## src/rtl/tirc_pkg.sv

```systemverilog
`default_nettype none
package tirc_pkg;

	localparam int unsigned TimeW = 64;
	localparam int unsigned DataW = 64;
	localparam int unsigned CountW = 8;
	localparam int unsigned IdW = 10;
	localparam int unsigned SizeW = 4;

	localparam logic [SizeW-1:0] SizeB1 = 4'd1;
	localparam logic [SizeW-1:0] SizeB2 = 4'd2;
	localparam logic [SizeW-1:0] SizeB4 = 4'd4;
	localparam logic [SizeW-1:0] SizeB8 = 4'd8;

	// classified sample handed from front to back
	typedef struct packed {
		logic [IdW-1:0]   id;
		logic [TimeW-1:0] t;
		logic             opens;
		logic [DataW-1:0] value;
	} cmd_t;

	typedef struct packed {
		logic [IdW-1:0]    id;
		logic [TimeW-1:0]  rbegin;
		logic [TimeW-1:0]  rend;
		logic [DataW-1:0]  value;
		logic [CountW-1:0] count;
	} run_t;

	function automatic logic [DataW-1:0] mask_value(input logic [SizeW-1:0] size,
		input logic [DataW-1:0] data);
		logic [DataW-1:0] v;
		begin
			unique case (size)
				SizeB1:  v = {56'd0, data[7:0]};
				SizeB2:  v = {48'd0, data[15:0]};
				SizeB4:  v = {32'd0, data[31:0]};
				default: v = data;
			endcase
			return v;
		end
	endfunction

endpackage
`default_nettype wire

```

## src/rtl/tirc_front.sv

```systemverilog
`default_nettype none
module tirc_front #(
	parameter int unsigned TRACE_IDS = 1024
) (
	input  wire logic                      clk,
	input  wire logic                      arst_n,
	input  wire logic                      push,
	output logic                           full,
	input  wire logic [tirc_pkg::IdW-1:0]   sig_id,
	input  wire logic [tirc_pkg::TimeW-1:0] sample_time,
	input  wire logic [tirc_pkg::SizeW-1:0] sample_size,
	input  wire logic [tirc_pkg::DataW-1:0] sample_data,
	input  wire logic                      is_varlen,
	output logic                           cmd_valid,
	output tirc_pkg::cmd_t                 cmd,
	input  wire logic                      cmd_take
);
	import tirc_pkg::*;

	localparam int unsigned Depth = 2;

	cmd_t       fifo_q [Depth];
	logic [0:0] wr_q, rd_q;
	logic [1:0] cnt_q;
	logic       keep, acc;
	cmd_t       c;

	always_comb begin
		keep = !is_varlen && ({22'd0, sig_id} < 32'(TRACE_IDS));
		c.id = sig_id;
		c.t = sample_time;
		c.opens = (sample_size == SizeB1) || (sample_size == SizeB2) ||
			(sample_size == SizeB4) || (sample_size == SizeB8);
		c.value = mask_value(sample_size, sample_data);
	end

	assign full = (cnt_q == 2'(Depth));
	assign acc = push && !full && keep;
	assign cmd_valid = (cnt_q != 2'd0);
	assign cmd = fifo_q[rd_q];

	always_ff @(posedge clk) begin
		if (acc) fifo_q[wr_q] <= c;
	end

	always_ff @(posedge clk or negedge arst_n) begin
		if (!arst_n) begin
			wr_q <= '0;
			rd_q <= '0;
			cnt_q <= '0;
		end else begin
			if (acc) wr_q <= wr_q + 1'b1;
			if (cmd_take) rd_q <= rd_q + 1'b1;
			cnt_q <= cnt_q + 2'(acc) - 2'(cmd_take);
		end
	end
endmodule
`default_nettype wire

```

## config.mk

```make
export PLATFORM = sky130hd
export DESIGN_NAME = tirc_front
export DESIGN_NICKNAME = d
export VERILOG_FILES = /design/src/rtl/tirc_pkg.sv /design/src/rtl/tirc_front.sv
export SDC_FILE = /design/constraint.sdc
export NUM_CORES = 1
export LEC_CHECK = 0
export BUFFER_PORTS_ARGS = -buffer_cell sky130_fd_sc_hd__buf_2
export CAP_MARGIN = 30
export CORE_UTILIZATION = 52
export DETAILED_ROUTE_END_ITERATION = 10
export PLACE_DENSITY = 0.79
export SKIP_LAST_GASP = 1
export SYNTH_ARGS = -nofsm -noshare
export SYNTH_HDL_FRONTEND = slang
export SYNTH_SLANG_ARGS = --single-unit
```

## constraint.sdc

```tcl
create_clock -name clk -period 8.1 [get_ports clk]
set_input_delay 1.62 -clock clk [delete_from_list [all_inputs] [get_ports clk]]
set_output_delay 1.62 -clock clk [all_outputs]
set_load 0.1 [all_outputs]
```

==> metrics <==
fin area=0.0133 sq mm; Cells after Synth=522; TritonRoute pass-1 iters=4; Setup crit end kind=primary output; DRC viols=0; Worst Hold Class=reg -> reg; data required time of the worst path=6.48 ns; Crit Path Max Fanout=67; RSZ-0062 raised after global routing=false; Placed Instances=1,063; Post-synth EDFFs=278; pre-CTS setup slack=3.94 ns; Synth Net Count=671; placed wire-length estimate=14,000 microns; CP peak stage delay=0.74 ns; final worst path period share=58.0%; Area Overhead vs Synth=25.0%; cell with the most instances after synthesis=edfxtp_1; total of max-cap violations=0; GRT Util Overall=20.0%; clock root buffer=clkbuf_16; Die Y=145 microns; Worst-path clk slew=0.06 ns; placed inst area=0.0124 sq mm; slowest CP cell=buf_4; cts hold-fix bufs=0; WL per Instance=19.0 microns; critical path depth=4; initial antenna violation count=5; # resized after CTS=0; worst-skew pair later-pin latency=0.53 ns; critical path's top delay family=buffers and inverters; dominant cell type by area after synthesis=edfxtp_1; nature of the critical path startpoint=flop; Final #Nets=972; Seq/Total Area, Yosys=79.1%; fin cells=1,117; Distinct cells, synth=24; Detail Route Antenna Nets=0; Yosys reg bits=282; CORE AREA=0.0202 sq mm; Slew @ Worst Pin=0.993 ns; setup slack, reg-to-reg=5.64 ns; synthesis warning total=0; share of cells above drive strength 1=57.4%; row count=52; Final Setup Violations=0; leading cell types by count after synthesis=edfxtp_1, mux2_2, and3_1, and2_1, buf_2; DRT iter0 DRCs=291; grt ovf=0; Slew Viols, Final=0; Synth area leaders=edfxtp_1, mux2_2, and3_1; IO buf count=287; synthesized cell area=0.0107 sq mm; die area=0.0211 sq mm; vias per std cell=5.17; Crit Path Class=reg -> out; final WL=21,200 microns; ys flop type=edfxtp_1; Final Skew=0.0104 ns; vias after detailed routing=5,778; CP Buf/Inv Count=3; crit path launch=rd_q$_DFFE_PN0P_; number of setup buffers added after CTS=0; io pins=288; H-Tree Depth=1; FFs w/ async S/R, synth=1.42%; Synth top area share=78.2%; first-pass GRT wire length=32,600 microns; Max transition margin=33.8%; GPL Wtd Cong=0.777; final hold vios=0; Worst setup endpoint=cmd[59]; CTS Buffer Depth=3; Tmin final=4.70 ns; initial core utilization=52.9%; R2R Path End=fifo_q[0][96]$_DFFE_PP_; R2R depth=4; vias in the first global route=6,027; Fmax=213 MHz; largest net degree at the start of global routing=71; CP cell instances=buf_16, buf_4, mux2_2, buf_2; number of buffers created by CTS=28; CTS tree=built; r2r startpoint=cnt_q[1]$_DFF_PN0_; die span in x=145 microns; Worst Setup Slack, final=3.40 ns; run status=completed; Crit path arrival time=3.08 ns; clk sink count=282; Synth Area per Inst=20.4 sq um
-- worst register-to-register path: stages, from the launching register on --
cell	delay, ns
dfrtp_1	0.41
nor2b_1	0.15
or3b_2	0.56
nor2_4	0.14
buf_4	0.73
-- stage by stage --
| stage | utilization, % | hold slack [ns] | TNS [ns] |
|---|---|---|---|
| 2_1_floorplan | - | 0.452 | -149.01 |
| 3_3_place_gp | 61.4 | 0.489 | 0 |
| 3_5_place_dp | 61.7 | 0.503 | 0 |
| 4_1_cts | 66.1 | 0.540 | 0 |
| 5_1_grt | 66.1 | 0.574 | 0 |
| 6_report | 66.2 | 0.529 | 0 |
-- cell usage in the layout (no fill, tap or decap) --
| cell type | n |
|---|---|
| a21oi_1 | 1 |
| and2_1 | 16 |
| and2b_1 | 6 |
| and3_1 | 30 |
| and3_2 | 2 |
| buf_16 | 2 |
| buf_2 | 287 |
| buf_4 | 6 |
| bufinv_16 | 3 |
| clkbuf_1 | 6 |
| clkbuf_16 | 29 |
| clkinv_1 | 4 |
| clkinv_2 | 10 |
| dfrtp_1 | 3 |
| dfrtp_4 | 1 |
| diode_2 | 2 |
| edfxtp_1 | 278 |
| ha_1 | 2 |
| inv_1 | 2 |
| mux2_2 | 139 |
| nand2_1 | 1 |
| nor2_4 | 2 |
| nor2b_1 | 3 |
| nor3_1 | 1 |
| nor4b_4 | 1 |
| o31ai_1 | 1 |
| or2_2 | 1 |
| or3_4 | 1 |
| or3b_2 | 1 |
| xnor2_1 | 5 |
| xor2_1 | 1 |
-- sequential cells by signal, indices dropped and copies added (netlist names) --
| register | flops |
|---|---|
| cnt_q | 2 |
| rd_q | 1 |
| wr_q | 1 |
| fifo_q | 278 |
-- worst min path at each step --
stage	startpoint	to	depth (start not counted)
2_1_floorplan	cnt_q[1]$_DFF_PN0_	cnt_q[1]$_DFF_PN0_	1
3_3_place_gp	cnt_q[1]$_DFF_PN0_	cnt_q[1]$_DFF_PN0_	1
3_5_place_dp	cnt_q[1]$_DFF_PN0_	cnt_q[1]$_DFF_PN0_	1
4_1_cts	cnt_q[1]$_DFF_PN0_	cnt_q[1]$_DFF_PN0_	1
5_1_grt	cnt_q[0]$_DFF_PN0_	cnt_q[0]$_DFF_PN0_	1
6_report	cnt_q[1]$_DFF_PN0_	cnt_q[1]$_DFF_PN0_	1
-- cell type report --
class / instances / area, sq um
diodes: 2 / 5.00
clock buffers: 35 / 748
clock inverters: 17 / 155
fillers: 1392 / 6820
inverters: 2 / 7.51
multi-input cells: 214 / 2100
flip-flops and latches: 282 / 8450
well taps: 270 / 338
repair buffers: 295 / 1540
-- metal layers --
layer	vias up	GRT usage, %	routed length (microns)
li1	2644	-	-
met1	2835	25.0	8250
met2	253	33.4	10400
met3	44	6.35	2030
met4	2	6.21	518
met5	-	0	12
-- logic make-up (layout without fill, tap and decap cells) --
| group | after synthesis | after routing | synth area share, % |
|---|---|---|---|
| flip-flops | 282 | 282 | 79.1 |
| other | 0 | 2 | 0 |
| buffers and inverters | 26 | 349 | 1.29 |
| AO/OA/AOI/OAI | 2 | 2 | 0.117 |
| AND/OR/NAND/NOR | 65 | 65 | 4.06 |
| adder cells (fa/ha/maj) | 2 | 2 | 0.234 |
| XOR/XNOR | 6 | 6 | 0.492 |
| multiplexers | 139 | 139 | 14.7 |
Power is not shown: default switching activity piles up to over one toggle a cycle in this logic, so the estimate is an artifact.
